### src/hdl/lsp_pkg.sv
// Types, constants and the reset table of the lagged subtractive generator.
package lsp_pkg;

    localparam int unsigned DEPTH  = 17;
    localparam int unsigned IDX_W  = $clog2(DEPTH);
    localparam int unsigned WORD_W = 15;
    localparam int unsigned LO_W   = 8;
    localparam int unsigned HI_W   = WORD_W - LO_W;

    typedef logic [WORD_W-1:0] t_word;
    typedef logic [IDX_W-1:0]  t_idx;

    localparam t_word MODULUS = t_word'(32767);
    localparam t_idx  SHORT_RESET = t_idx'(4);
    localparam t_idx  LONG_RESET  = t_idx'(16);
    localparam t_idx  LAST_IDX    = t_idx'(DEPTH - 1);

    // The multiplier 9069 split into its low and high bytes.
    localparam int unsigned MULTIPLIER = 9069;
    localparam int unsigned MUL_LO     = MULTIPLIER % 256;
    localparam int unsigned MUL_HI     = MULTIPLIER / 256;

    localparam t_word INIT_WORDS [DEPTH] = '{
        t_word'(30788), t_word'(23052), t_word'(2053),  t_word'(19346),
        t_word'(10646), t_word'(19427), t_word'(23975), t_word'(19049),
        t_word'(10949), t_word'(19693), t_word'(29746), t_word'(26748),
        t_word'(2796),  t_word'(23890), t_word'(29168), t_word'(31924),
        t_word'(16499)
    };

    // One table write from the reseed unit.
    typedef struct packed {
        logic  en;
        logic  last;
        t_idx  addr;
        t_word data;
    } t_seed_wr;

endpackage

### src/hdl/lsp_seed_if.sv
// Input channel of the generator: one seed word per draw.
interface lsp_seed_if;
    logic               valid;
    logic               ready;
    logic signed [31:0] seed;

    modport source (output valid, output seed, input ready);
    modport sink   (input valid, input seed, output ready);
endinterface

### src/hdl/lsp_sample_if.sv
// Output channel of the generator: one drawn sample per word.
interface lsp_sample_if;
    logic        valid;
    logic        ready;
    logic [14:0] sample;

    modport source (output valid, output sample, input ready);
    modport sink   (input valid, input sample, output ready);
endinterface

### src/hdl/lsp_ram.sv
// Generic single-write, single-read RAM with a registered read port.
module lsp_ram #(
    parameter int WIDTH = 15,
    parameter int DEPTH = 17
) (
    input  logic                     i_clk,
    input  logic                     i_we,
    input  logic [$clog2(DEPTH)-1:0] i_waddr,
    input  logic [WIDTH-1:0]         i_wdata,
    input  logic [$clog2(DEPTH)-1:0] i_raddr,
    output logic [WIDTH-1:0]         o_rdata
);

    logic [WIDTH-1:0] r_mem [DEPTH];
    logic [WIDTH-1:0] r_rdata;

    always_ff @(posedge i_clk) begin
        if (i_we) begin
            r_mem[i_waddr] <= i_wdata;
        end
        r_rdata <= r_mem[i_raddr];
    end

    assign o_rdata = r_rdata;

endmodule

### src/hdl/lsp_seed.sv
// Reseed unit: folds the seed to an odd 15-bit start and steps the fill recurrence.
module lsp_seed (
    input  logic                i_clk,
    input  logic                i_rst_n,
    input  logic                i_start,
    input  logic [31:0]         i_seed,
    output lsp_pkg::t_seed_wr   o_wr
);

    logic                          r_busy, n_busy;
    lsp_pkg::t_idx                 r_cnt, n_cnt;
    logic [lsp_pkg::LO_W-1:0]      r_lo, n_lo;
    logic [lsp_pkg::HI_W-1:0]      r_hi, n_hi;

    logic [31:0]                   mag;
    lsp_pkg::t_word                sat;
    lsp_pkg::t_word                odd;
    logic [15:0]                   prod;
    logic [15:0]                   hi_sum;
    logic [lsp_pkg::LO_W-1:0]      step_lo;
    logic [lsp_pkg::HI_W-1:0]      step_hi;
    logic                          last;

    // Magnitude of the seed; the most negative value comes out as 2^31.
    always_comb begin
        mag = i_seed[31] ? (~i_seed + 32'd1) : i_seed;
        sat = (mag > 32'(lsp_pkg::MODULUS)) ? lsp_pkg::MODULUS
                                             : mag[lsp_pkg::WORD_W-1:0];
        odd = sat[0] ? sat : (sat - lsp_pkg::t_word'(1));
    end

    // One step of the byte-split multiply-by-9069 recurrence.
    always_comb begin
        prod    = 16'(r_lo) * 16'(lsp_pkg::MUL_LO);
        hi_sum  = 16'(prod[15:8]) + 16'(r_lo) * 16'(lsp_pkg::MUL_HI)
                + 16'(r_hi) * 16'(lsp_pkg::MUL_LO);
        step_lo = prod[7:0];
        step_hi = hi_sum[lsp_pkg::HI_W-1:0];
        last    = (r_cnt == lsp_pkg::LAST_IDX);
    end

    always_comb begin
        n_busy = r_busy;
        n_cnt  = r_cnt;
        n_lo   = r_lo;
        n_hi   = r_hi;
        if (i_start) begin
            n_busy = 1'b1;
            n_cnt  = '0;
            n_lo   = odd[lsp_pkg::LO_W-1:0];
            n_hi   = odd[lsp_pkg::WORD_W-1:lsp_pkg::LO_W];
        end else if (r_busy) begin
            n_lo  = step_lo;
            n_hi  = step_hi;
            n_cnt = r_cnt + lsp_pkg::t_idx'(1);
            if (last) begin
                n_busy = 1'b0;
            end
        end
    end

    always_ff @(posedge i_clk) begin
        if (!i_rst_n) begin
            r_busy <= 1'b0;
            r_cnt  <= '0;
        end else begin
            r_busy <= n_busy;
            r_cnt  <= n_cnt;
        end
        r_lo <= n_lo;
        r_hi <= n_hi;
    end

    assign o_wr.en   = r_busy;
    assign o_wr.last = r_busy && last;
    assign o_wr.addr = r_cnt;
    assign o_wr.data = {step_hi, step_lo};

endmodule

### src/hdl/lagged_subtractive_prng.sv
// Top level of the lag-17/5 subtractive generator with modulus 32767.
// A seed word of zero draws at once from the table; a nonzero seed word first has
// the table refilled by the reseed unit.
// Each draw reads the table RAM, subtracts and writes back; the write-back waits
// while an earlier sample is unclaimed, and no seed word is taken until it is done.
// Reset: synchronous, active low; indices go to 4 and 16 and the table reads its
// seventeen reset constants until each entry is first written.
module lagged_subtractive_prng (
    input  logic                 i_clk,
    input  logic                 i_rst_n,
    lsp_seed_if.sink             i_in,
    lsp_sample_if.source         o_out
);

    // The sequencer is one-hot: idle, refilling, reading the table, updating.
    typedef enum logic [3:0] {
        S_IDLE = 4'b0001,
        S_SEED = 4'b0010,
        S_READ = 4'b0100,
        S_CALC = 4'b1000
    } t_state;

    t_state                 r_state, n_state;
    lsp_pkg::t_idx          r_si, n_si;
    lsp_pkg::t_idx          r_li, n_li;
    logic [lsp_pkg::DEPTH-1:0] r_valid;
    logic                   r_va, r_vb;
    logic                   r_out_vld, n_out_vld;
    lsp_pkg::t_word         r_sample, n_sample;

    logic                   in_fire;
    logic                   seed_start;
    logic                   calc_fire;
    lsp_pkg::t_seed_wr      seed_wr;

    logic                   ram_we;
    lsp_pkg::t_idx          ram_waddr;
    lsp_pkg::t_word         ram_wdata;
    lsp_pkg::t_word         rd_a, rd_b;
    lsp_pkg::t_word         word_a, word_b;
    logic [lsp_pkg::WORD_W:0] diff;
    lsp_pkg::t_word         k;

    // A word is taken only while the sequencer is idle; the output register
    // lets a finished sample wait without holding up the next seed word.
    assign i_in.ready = (r_state == S_IDLE);
    assign in_fire    = i_in.valid && i_in.ready;
    assign seed_start = in_fire && (i_in.seed != '0);

    lsp_seed u_seed (
        .i_clk   (i_clk),
        .i_rst_n (i_rst_n),
        .i_start (seed_start),
        .i_seed  (i_in.seed),
        .o_wr    (seed_wr)
    );

    // The update fires once the previous sample has gone or is going now.
    assign calc_fire = (r_state == S_CALC) && (!r_out_vld || o_out.ready);

    // Both RAM copies take every write, so each can be read at its own lag.
    always_comb begin
        if (seed_wr.en) begin
            ram_we    = 1'b1;
            ram_waddr = seed_wr.addr;
            ram_wdata = seed_wr.data;
        end else begin
            ram_we    = calc_fire;
            ram_waddr = r_li;
            ram_wdata = k;
        end
    end

    lsp_ram #(.WIDTH(lsp_pkg::WORD_W), .DEPTH(lsp_pkg::DEPTH)) u_ram_short (
        .i_clk   (i_clk),
        .i_we    (ram_we),
        .i_waddr (ram_waddr),
        .i_wdata (ram_wdata),
        .i_raddr (r_si),
        .o_rdata (rd_a)
    );

    lsp_ram #(.WIDTH(lsp_pkg::WORD_W), .DEPTH(lsp_pkg::DEPTH)) u_ram_long (
        .i_clk   (i_clk),
        .i_we    (ram_we),
        .i_waddr (ram_waddr),
        .i_wdata (ram_wdata),
        .i_raddr (r_li),
        .o_rdata (rd_b)
    );

    // The indices do not move between the read and the update, so they also
    // pick the reset constant for an entry that has never been written.
    always_comb begin
        word_a = r_va ? rd_a : lsp_pkg::INIT_WORDS[r_si];
        word_b = r_vb ? rd_b : lsp_pkg::INIT_WORDS[r_li];
        diff   = {1'b0, word_a} - {1'b0, word_b};
        // A borrow means the difference is negative: fold it back by the modulus.
        k      = diff[lsp_pkg::WORD_W] ? (diff[lsp_pkg::WORD_W-1:0] + lsp_pkg::MODULUS)
                                       : diff[lsp_pkg::WORD_W-1:0];
    end

    always_comb begin
        n_state   = r_state;
        n_si      = r_si;
        n_li      = r_li;
        n_out_vld = r_out_vld && !o_out.ready;
        n_sample  = r_sample;
        case (r_state)
            S_IDLE: begin
                if (in_fire) begin
                    n_state = seed_start ? S_SEED : S_READ;
                end
            end
            S_SEED: begin
                if (seed_wr.last) begin
                    n_state = S_READ;
                    n_si    = lsp_pkg::SHORT_RESET;
                    n_li    = lsp_pkg::LONG_RESET;
                end
            end
            S_READ: begin
                n_state = S_CALC;
            end
            S_CALC: begin
                if (calc_fire) begin
                    n_state   = S_IDLE;
                    n_out_vld = 1'b1;
                    n_sample  = k;
                    n_si      = (r_si == '0) ? lsp_pkg::LAST_IDX
                                             : (r_si - lsp_pkg::t_idx'(1));
                    n_li      = (r_li == '0) ? lsp_pkg::LAST_IDX
                                             : (r_li - lsp_pkg::t_idx'(1));
                end
            end
            default: begin
                n_state = S_IDLE;
            end
        endcase
    end

    always_ff @(posedge i_clk) begin
        if (!i_rst_n) begin
            r_state   <= S_IDLE;
            r_si      <= lsp_pkg::SHORT_RESET;
            r_li      <= lsp_pkg::LONG_RESET;
            r_valid   <= '0;
            r_out_vld <= 1'b0;
        end else begin
            r_state   <= n_state;
            r_si      <= n_si;
            r_li      <= n_li;
            r_out_vld <= n_out_vld;
            if (ram_we) begin
                r_valid[ram_waddr] <= 1'b1;
            end
        end
        // Valid flags are sampled alongside the RAM read data.
        r_va     <= r_valid[r_si];
        r_vb     <= r_valid[r_li];
        r_sample <= n_sample;
    end

    assign o_out.valid  = r_out_vld;
    assign o_out.sample = r_sample;

endmodule

### src/flat_wrapper.sv
// flat-port wrapper written by rule: the top's interface ports become plain ports
module lagged_subtractive_prng_flat 
  (i_clk, i_rst_n, i_in_valid, i_in_seed, i_in_ready, o_out_valid, o_out_sample, o_out_ready);
  lsp_seed_if i_in_i ();
  lsp_sample_if o_out_i ();
  input  logic i_clk;
  input  logic i_rst_n;
  input wire logic [$bits(i_in_i.valid)-1:0] i_in_valid;
  input wire logic [$bits(i_in_i.seed)-1:0] i_in_seed;
  output wire logic [$bits(i_in_i.ready)-1:0] i_in_ready;
  output wire logic [$bits(o_out_i.valid)-1:0] o_out_valid;
  output wire logic [$bits(o_out_i.sample)-1:0] o_out_sample;
  input wire logic [$bits(o_out_i.ready)-1:0] o_out_ready;
  assign i_in_i.valid = i_in_valid;
  assign i_in_i.seed = i_in_seed;
  assign i_in_ready = i_in_i.ready;
  assign o_out_valid = o_out_i.valid;
  assign o_out_sample = o_out_i.sample;
  assign o_out_i.ready = o_out_ready;
  lagged_subtractive_prng u_core (.i_clk(i_clk), .i_rst_n(i_rst_n), .i_in(i_in_i), .o_out(o_out_i));
endmodule
### config.mk
export PLATFORM = sky130hd
export DESIGN_NAME = lagged_subtractive_prng_flat
export DESIGN_NICKNAME = d
export VERILOG_FILES = /design/src/hdl/lsp_pkg.sv /design/src/hdl/lsp_seed_if.sv /design/src/hdl/lsp_sample_if.sv /design/src/hdl/lsp_ram.sv /design/src/hdl/lsp_seed.sv /design/src/hdl/lagged_subtractive_prng.sv /design/src/flat_wrapper.sv
export SDC_FILE = /design/constraint.sdc
export NUM_CORES = 1
export LEC_CHECK = 0
export BUFFER_PORTS_ARGS = -buffer_cell sky130_fd_sc_hd__buf_2
export CORE_UTILIZATION = 45
export DETAILED_ROUTE_END_ITERATION = 8
export PLACE_DENSITY = 0.63
export SYNTH_ARGS = -nofsm -noshare
export SYNTH_HDL_FRONTEND = slang
export SYNTH_SLANG_ARGS = --single-unit
### constraint.sdc
create_clock -name i_clk -period 8.75 [get_ports i_clk]
set_input_delay 1.75 -clock i_clk [delete_from_list [all_inputs] [get_ports i_clk]]
set_output_delay 1.75 -clock i_clk [all_outputs]
set_load 0.005 [all_outputs]
==> flow_metrics.env, run 1 <==
export IMPL_drc=0
export IMPL_synth_cell_types=77
export IMPL_ff2ff_setup_slack_ps=340
export IMPL_period_share=0.961
export IMPL_htree_levels=2
export IMPL_synth_seq_cells=355
export IMPL_vias=14600
export IMPL_clkSinkCount=355
export IMPL_final_net_count=1893
export IMPL_hold_path_startpoint="u_core.u_ram_long.r_mem[16][10]"
export IMPL_fillCellCount=3934
export IMPL_multi_input_area_um2=10200
export IMPL_synthArstFlopShare=0
export IMPL_final_layout_size_suffix_gt1_frac=0.175
export IMPL_seq_area_frac_synth=0.480
export IMPL_path_class="register to register"
export IMPL_final_cell_mix="edfxtp_1, nand2_1, nor2_1, mux4_2, ha_1"
export IMPL_syn_num_nets=1866
export IMPL_ff2ff_path_depth=29
export IMPL_final_common_cell="edfxtp_1"
export IMPL_grt_pass1_wl_um=88800
export IMPL_syn_avg_cell_area_um2=12.1
export IMPL_setup_violations=0
export IMPL_cts_inserted_buffers=41
export IMPL_required_ps=9050
export IMPL_period_needed_ps=8410
export IMPL_clk_latency_ps=590
export IMPL_ctsHoldBuffers=0
export IMPL_place_congestion=0.899
export IMPL_dpl_cell_area_um2=21700
export IMPL_io_pins=53
export IMPL_drt_iter0_drc=1650
export IMPL_r2r_start="u_core.u_seed.r_lo[4]"
export IMPL_port_buffers=52
export IMPL_synth_cells=1708
export IMPL_seqCellArea_um2=9970
export IMPL_yosysWarnings=0
export IMPL_root_buffer="clkbuf_16"
export IMPL_timing_critical_path_from="u_core.u_seed.r_lo[4]"
export IMPL_outcome="complete, no violations"
export IMPL_rows=78
export IMPL_holdPathStages=1
export IMPL_post_route_util=0.510
export IMPL_skew_ps=32.8
export IMPL_placedCellCount=2289
export IMPL_die_w_um=217
export IMPL_grt_pass1_vias=14500
export IMPL_worstSetupEndpointType="register"
export IMPL_core_area_um2=45400
export IMPL_crit_top_cell="fa_1"
export IMPL_max_stage_delay_ps=550
export IMPL_die_y_um=217
export IMPL_grt_max_degree=54
export IMPL_antenna_found_initial=1
export IMPL_regToRegEndpoint="u_core.u_ram_long.r_mem[8][14]"
export IMPL_cp_start_kind="register"
export IMPL_finalHoldViolations=0
export IMPL_critPathMaxFanout=8
export IMPL_maxCapViolCount=0
export IMPL_netlist_area_um2=20700
export IMPL_ant_nets=0
export IMPL_worstMarginPinSlew_ps=1020
export IMPL_clockBufferDepth=3
export IMPL_synth_edf_count=285
export IMPL_via_per_inst=6.16
export IMPL_clk_pin_slew_worst_paths_ps=60
export IMPL_synth_top_family_by_area="multiplexers"
export IMPL_min_path_type="register to register"
export IMPL_synthMuxAreaShare=0.152
export IMPL_yosys_area_share_simple=0.0920
export IMPL_fin_area_um2=23100
export IMPL_synth_compound_area_frac=0.122
export IMPL_slew_viol_final=0
export IMPL_grt_total_usage=0.254
export IMPL_gr_total_overflow=0
export IMPL_tritoncts="built"
export IMPL_crit_arrival_ps=8700
export IMPL_synth_xor_area_share=0.0342
export IMPL_slowest_stage="fa_1"
export IMPL_wl_um=58700
export IMPL_wire_per_inst_um=24.8
export IMPL_area_delta_synth_final_pct=11.5
export IMPL_dp_final_hpwl_um=37900
export IMPL_hold_end="u_core.u_ram_long.o_rdata[10]"
export IMPL_first_pass_iters=6
export IMPL_setup_tns_ps=0
export IMPL_fmax_ghz=0.119
export IMPL_yosys_area_share_adder=0.0837
export IMPL_start_util=0.457
export IMPL_relSlewSlack=0.319
export IMPL_die_area_um2=47000
export IMPL_yosys_most_used_dff="edfxtp_1"
export IMPL_final_cells=2369
[per-layer routing]
| layer | track usage | vias to the layer above | wire length [µm] |
|---|---|---|---|
| met1 | 0.337 | 7193 | 23900 |
| met3 | 0.0419 | 131 | 5110 |
| met2 | 0.413 | 672 | 27400 |
| li1 | - | 6603 | - |
| met4 | 0.104 | 0 | 2390 |
| met5 | 0 | - | 0 |
[how the worst max path moves through the flow]
stage / end
6_report: u_core.u_ram_long.r_mem[8][14]
5_1_grt: u_core.u_ram_long.r_mem[8][14]
4_1_cts: u_core.u_ram_long.r_mem[1][14]
3_5_place_dp: u_core.u_ram_long.r_mem[10][14]
3_3_place_gp: u_core.u_ram_long.r_mem[9][14]
2_1_floorplan: u_core.u_ram_long.r_mem[0][14]
[synth_stat cells (7+ instances only)]
| master | number | area, µm² |
|---|---|---|
| edfxtp_1 | 285 | 8560 |
| nor2_1 | 118 | 443 |
| nand2_1 | 109 | 409 |
| mux4_2 | 100 | 2250 |
| ha_1 | 94 | 1180 |
| inv_1 | 91 | 342 |
| o21ai_0 | 88 | 440 |
| mux2i_1 | 76 | 761 |
| a21oi_1 | 72 | 360 |
| dfxtp_1 | 70 | 1400 |
| clkbuf_1 | 69 | 259 |
| xnor2_1 | 56 | 490 |
| o221ai_1 | 33 | 289 |
| nand2b_1 | 31 | 194 |
| fa_1 | 28 | 561 |
| o21a_1 | 27 | 203 |
| a31oi_1 | 25 | 156 |
| xor2_1 | 25 | 219 |
| buf_1 | 23 | 86.3 |
| a211oi_1 | 21 | 158 |
| o22ai_1 | 21 | 131 |
| nor3_1 | 20 | 100 |
| o31ai_1 | 18 | 135 |
| a21o_1 | 14 | 105 |
| nand3_1 | 14 | 70.1 |
| nor2b_1 | 14 | 87.6 |
| mux2_2 | 12 | 135 |
| nor4_1 | 10 | 62.6 |
| or3_1 | 10 | 62.6 |
| o211ai_1 | 8 | 60.1 |
| and2_1 | 7 | 43.8 |
| nor4b_1 | 7 | 61.3 |
[state kept, by name, indices dropped and copies added (netlist names)]
name                        flops
u_core.u_seed.r_busy            1
u_core.r_si                     5
u_core.r_va                     1
u_core.o_out.sample            15
u_core.o_out.valid              1
u_core.u_seed.r_cnt             5
u_core.u_ram_short.o_rdata     15
u_core.u_seed.r_hi              7
u_core.u_seed.r_lo              8
u_core.u_ram_long.r_mem       255
u_core.u_ram_long.o_rdata      15
u_core.r_valid                 17
u_core.r_vb                     1
u_core.r_li                     5
u_core.r_state                  4
[metrics by stage]
stage / hold WS [ps] / worst slack [ps]
after floorplan: 441 / 819
after global placement: 458 / 321
after detailed placement: 459 / 194
after CTS: 475 / 135
after global routing: 495 / -5.44
final: 473 / 344
[cells by family (layout without fill, tap and decap cells)]
group / after synthesis / in the layout
compound gates: 384 / 386
xor+xnor: 81 / 81
fa+ha+maj: 122 / 122
buf+inv: 193 / 251
flops: 355 / 355
mux: 188 / 188
other cells: 0 / 1
simple gates: 385 / 385
[area by class of cell]
cell class	count	area share
repair buffers	83	0.0213
well taps	600	0.0325
multi-input cells	1162	0.440
clock inverters	21	0.0109
diodes	1	0.000108
clock buffers	55	0.0488
inverters	92	0.0149
flip-flops and latches	355	0.431
[critical path, delay by kind of cell, from the launching register on]
family                     cells  cell delay, ps
adders and majority gates     11            4930
AOI/OAI and AO/OA              5            1120
xor gates and xnor gates       5             840
DFF                            1             460
buffers and inverters          7             370
and+or+nand+nor                1             370
[repair_timing]
| item | in CTS | in global routing |
|---|---|---|
| setup endpoints to repair | 0 | 17 |
| buffers inserted | 0 | 1 |
| gates resized for setup | 0 | 9 |
Power of run 1 is left out: the tool's default activity adds up to more than one toggle a clock period on the data nets, which glitch-free logic cannot reach.
==> run 2, diff against run 1 <==
--- a/config.mk
+++ b/config.mk
@@ -6,6 +6,7 @@
 export NUM_CORES = 1
 export LEC_CHECK = 0
 export BUFFER_PORTS_ARGS = -buffer_cell sky130_fd_sc_hd__buf_2
+export CORE_ASPECT_RATIO = 2
 export CORE_UTILIZATION = 45
 export DETAILED_ROUTE_END_ITERATION = 8
 export PLACE_DENSITY = 0.63
==> run 2 against run 1 <==
Against the previous run: hold slack gained 13 ps; critical path depth grew 1; maximum frequency is essentially flat; global-route usage grew 2.7 points; count of clock-buffer cells in the layout shrank 7; routed wire length grew 12%; critical path type unchanged; core utilization shrank 1.3 points; critical endpoint is now u_core.u_ram_long.r_mem[14][14]; non-clock buffer count grew 4; clock skew shrank 15 ps; first-iteration DRC count shrank 16%; via count grew 2.1%; sequential share of layout area grew 0.84 points.
==> flow_metrics.env, run 2 (synthesized netlist as in run 1, its figures left out) <==
export IMPL_vias=14900
export IMPL_htree_levels=1
export IMPL_final_common_cell="edfxtp_1"
export IMPL_via_per_inst=6.43
export IMPL_die_y_um=306
export IMPL_period_share=0.962
export IMPL_worstMarginPinSlew_ps=1320
export IMPL_drt_iter0_drc=1393
export IMPL_die_area_um2=47000
export IMPL_slew_viol_final=0
export IMPL_port_buffers=52
export IMPL_cp_start_kind="register"
export IMPL_cts_inserted_buffers=31
export IMPL_finalHoldViolations=0
export IMPL_required_ps=9050
export IMPL_grt_total_usage=0.280
export IMPL_worst_slack_ps=337
export IMPL_start_util=0.454
export IMPL_fmax_ghz=0.119
export IMPL_top_register="u_core.u_ram_long.r_mem"
export IMPL_max_stage_delay_ps=540
export IMPL_ctsHoldBuffers=0
export IMPL_antenna_found_initial=0
export IMPL_die_w_um=154
export IMPL_min_path_type="register to register"
export IMPL_critPathMaxFanout=8
export IMPL_fin_hold_ws_ps=486
export IMPL_final_layout_size_suffix_gt1_frac=0.167
export IMPL_setup_tns_ps=0
export IMPL_fillCellCount=3997
export IMPL_rsz0062_at_grt="false"
export IMPL_skew_ps=17.4
export IMPL_grt_pass1_vias=15300
export IMPL_clk_latency_ps=590
export IMPL_ff2ff_setup_slack_ps=340
export IMPL_first_pass_iters=5
export IMPL_final_net_count=1887
export IMPL_area_delta_synth_final_pct=9.36
export IMPL_clk_pin_slew_worst_paths_ps=70
export IMPL_tritoncts="built"
export IMPL_largest_reg_flops=255
export IMPL_relSlewSlack=0.112
export IMPL_cp_top_family="adder cells"
export IMPL_path_class="register to register"
export IMPL_core_area_um2=45700
export IMPL_post_place_ws_ps=66.3
export IMPL_antenna_cells=0
export IMPL_wire_per_inst_um=28.4
export IMPL_path_buf_inv=7
export IMPL_largestRegisters="u_core.u_ram_long.r_mem x255, u_core.r_valid x17"
export IMPL_grt_max_degree=51
export IMPL_maxCapViolCount=0
export IMPL_period_needed_ps=8410
export IMPL_io_pins=53
export IMPL_crit_arrival_ps=8710
export IMPL_root_buffer="clkbuf_16"
export IMPL_wl_um=65800
export IMPL_slowest_stage="fa_1"
export IMPL_final_cell_mix="edfxtp_1, nand2_1, nor2_1, mux4_2, ha_1"
export IMPL_grt_pass1_wl_um=95100
export IMPL_place_congestion=0.976
export IMPL_setup_violations=0
export IMPL_ant_nets=0
export IMPL_clkSinkCount=355
export IMPL_worstSetupEndpointType="register"
export IMPL_outcome="complete, no violations"
export IMPL_rows=111
export IMPL_clockBufferDepth=3
export IMPL_drc=0
export IMPL_dp_final_hpwl_um=46000
export IMPL_gr_total_overflow=0
-- run 2: stage by stage --
step | cell area, µm² | util | cells
floorplan | 20700 | - | 1708
global route | 22700 | 0.497 | 2318
CTS | 22600 | 0.495 | 2315
global placement | 21700 | 0.474 | 2258
detailed placement | 21700 | 0.474 | 2258
finish | 22700 | 0.497 | 2318
-- run 2: what timing repair did --
| action | in CTS | in global routing |
|---|---|---|
| resized for setup | 0 | 8 |
| endpoints found under the setup margin | 0 | 17 |
| endpoints found under the hold margin | 0 | 0 |
| setup buffers | 0 | 1 |
-- run 2: routing by layer --
| layer | wire, µm | GRT usage | up-vias | part of all wire |
|---|---|---|---|---|
| li1 | - | - | 6595 | - |
| met1 | 20600 | 0.262 | 7439 | 0.31 |
| met2 | 35500 | 0.529 | 615 | 0.54 |
| met3 | 3460 | 0.0377 | 263 | 0.053 |
| met4 | 6260 | 0.240 | 0 | 0.095 |
| met5 | 0 | 0 | - | 0 |
-- run 2: final timing paths --
path,startpoint,end,cells past startpoint
worst max-delay path,u_core.u_seed.r_lo[5],u_core.u_ram_long.r_mem[14][14],30
worst min-delay path,u_core.u_ram_long.r_mem[16][13],u_core.u_ram_short.o_rdata[13],2
worst max register to register,u_core.u_seed.r_lo[5],u_core.u_ram_long.r_mem[14][14],30
worst min register to register,u_core.u_ram_long.r_mem[16][13],u_core.u_ram_short.o_rdata[13],2
-- run 2: tightest hold or removal path, cell delays in order, from the launching register on --
cell and delay [ps]:
edfxtp_1 350, nand2_1 50, o31ai_1 50
-- run 2: cell type report --
cell class	instances	area (µm²)	share of cell area
multi-input cells	1162	10200	0.448
flip-flops and latches	355	9970	0.440
clock inverters	9	60.1	0.00265
well taps	565	707	0.0312
repair buffers	87	523	0.0230
inverters	92	345	0.0152
clock buffers	48	912	0.0402
Power of run 2 is left out for the same reason.
==> run 3, diff against run 2 <==
--- a/config.mk
+++ b/config.mk
@@ -10,6 +10,7 @@
 export CORE_UTILIZATION = 45
 export DETAILED_ROUTE_END_ITERATION = 8
 export PLACE_DENSITY = 0.63
+export REMOVE_ABC_BUFFERS = 1
 export SYNTH_ARGS = -nofsm -noshare
 export SYNTH_HDL_FRONTEND = slang
 export SYNTH_SLANG_ARGS = --single-unit
==> run 3 against run 2 <==
Against the previous run: first-iteration DRC count down 15%; largest cell class unchanged; core utilization is 0.15 points higher; maximum frequency increased by 0.75%.
==> flow_metrics.env, run 3 (synthesized netlist as in run 1, its figures left out) <==
export IMPL_outcome="complete, no violations"
export IMPL_clkSinkCount=355
export IMPL_slew_viol_final=0
export IMPL_ant_nets=0
export IMPL_via_per_inst=6.35
export IMPL_drt_iter0_drc=1188
export IMPL_htree_levels=1
export IMPL_io_pins=53
export IMPL_drc=0
export IMPL_fillCellCount=3938
export IMPL_grt_pass1_vias=15000
export IMPL_grt_total_usage=0.275
export IMPL_cp_num_cells=30
export IMPL_largestRegisters="u_core.u_ram_long.r_mem x255, u_core.r_valid x17"
export IMPL_antenna_found_initial=1
export IMPL_grt_pass1_wl_um=94100
export IMPL_die_y_um=306
export IMPL_ff2ff_path_depth=30
export IMPL_cts_inserted_buffers=30
export IMPL_clockBufferDepth=3
export IMPL_relSlewSlack=0.137
export IMPL_max_stage_delay_ps=540
export IMPL_wl_um=64100
export IMPL_wire_per_inst_um=27.7
export IMPL_maxCapViolCount=0
export IMPL_largest_reg_flops=255
export IMPL_top_register="u_core.u_ram_long.r_mem"
export IMPL_cp_top_family="adder cells"
export IMPL_die_area_um2=47000
export IMPL_final_net_count=1883
export IMPL_fmax_ghz=0.120
export IMPL_period_needed_ps=8350
export IMPL_skew_ps=29.9
export IMPL_setup_violations=0
export IMPL_gr_total_overflow=0
export IMPL_critPathMaxFanout=8
export IMPL_grt_max_degree=52
export IMPL_required_ps=9060
export IMPL_port_buffers=52
export IMPL_dp_final_hpwl_um=45400
export IMPL_cp_start_kind="register"
export IMPL_fin_hold_ws_ps=470
export IMPL_core_area_um2=45700
export IMPL_first_pass_iters=5
export IMPL_min_path_type="register to register"
export IMPL_start_util=0.454
export IMPL_place_congestion=0.979
export IMPL_worstMarginPinSlew_ps=1260
export IMPL_clk_latency_ps=600
export IMPL_die_w_um=154
export IMPL_worstSetupEndpointType="register"
export IMPL_root_buffer="clkbuf_16"
export IMPL_tritoncts="built"
export IMPL_clk_pin_slew_worst_paths_ps=70
export IMPL_finalHoldViolations=0
export IMPL_final_cell_mix="edfxtp_1, nand2_1, nor2_1, mux4_2, ha_1"
export IMPL_crit_arrival_ps=8660
export IMPL_final_layout_size_suffix_gt1_frac=0.170
export IMPL_rows=111
export IMPL_holdPathStages=1
export IMPL_period_share=0.954
export IMPL_path_buf_inv=7
export IMPL_area_delta_synth_final_pct=9.70
export IMPL_ctsHoldBuffers=0
export IMPL_vias=14700
export IMPL_slowest_stage="fa_1"
export IMPL_final_common_cell="edfxtp_1"
export IMPL_path_class="register to register"
-- run 3: changes by cell type in the layout (fill, tap and decap cells not counted), sizes merged --
cell      before  now
buf           87   84
bufinv         0    3
clkbuf        48   39
clkinv         4   12
clkinvlp       2    1
diode          0    1
inv           95   93
-- run 3: per-stage QoR --
step                      utilization  TNS, ps  setup WS, ps  cell area [µm²]  std cells
final                           0.498        0           400            22800       2315
after detailed placement        0.474        0           190            21600       2252
after floorplan                     -        0           819            20300       1607
after global placement          0.474        0           228            21600       2252
after global routing            0.498    -2.12        -0.685            22800       2315
after CTS                       0.497        0           163            22700       2308
-- run 3: worst register-to-register path, delay by kind of cell (launching register included) --
kind                     cells  cell delay (ps)
XOR/XNOR                     5              880
AND/OR/NAND/NOR              2              360
flip-flops                   1              430
adder cells (fa/ha/maj)     11             4690
buffers and inverters        7              380
AO/OA/AOI/OAI                5             1340
-- run 3: cell type report --
| type | count | area, µm² | share of cell area |
|---|---|---|---|
| timing repair buffer | 84 | 500 | 0.0220 |
| tap | 565 | 707 | 0.0311 |
| clock buffer | 39 | 877 | 0.0385 |
| multi-input combinational | 1162 | 10200 | 0.447 |
| sequential | 355 | 9980 | 0.438 |
| inverter | 92 | 345 | 0.0152 |
| antenna | 1 | 2.50 | 0.000110 |
| clock inverter | 17 | 181 | 0.00797 |
-- run 3: final timing paths --
kind                                                startpoint                             end  slack (ps)
worst max-delay path                     u_core.u_seed.r_lo[5]  u_core.u_ram_long.r_mem[5][14]         400
worst min-delay path            u_core.u_ram_long.r_mem[16][6]   u_core.u_ram_short.o_rdata[6]         470
worst max register to register           u_core.u_seed.r_lo[5]  u_core.u_ram_long.r_mem[5][14]         400
worst min register to register  u_core.u_ram_long.r_mem[16][6]   u_core.u_ram_short.o_rdata[6]         470
-- run 3: routing by layer --
metal  global-route usage  routed length [µm]  up-vias
li1                     -                   -     6585
met1                0.273               20800     7373
met2                0.526               35300      555
met3               0.0252                3070      194
met4                0.195                5020        0
met5                    0                   0        -
-- run 3: what timing repair did --
| action | in CTS | in global routing |
|---|---|---|
| resized for setup | 0 | 5 |
| setup buffers | 0 | 4 |
| setup endpoints to repair | 0 | 17 |
Power of run 3 is left out for the same reason.
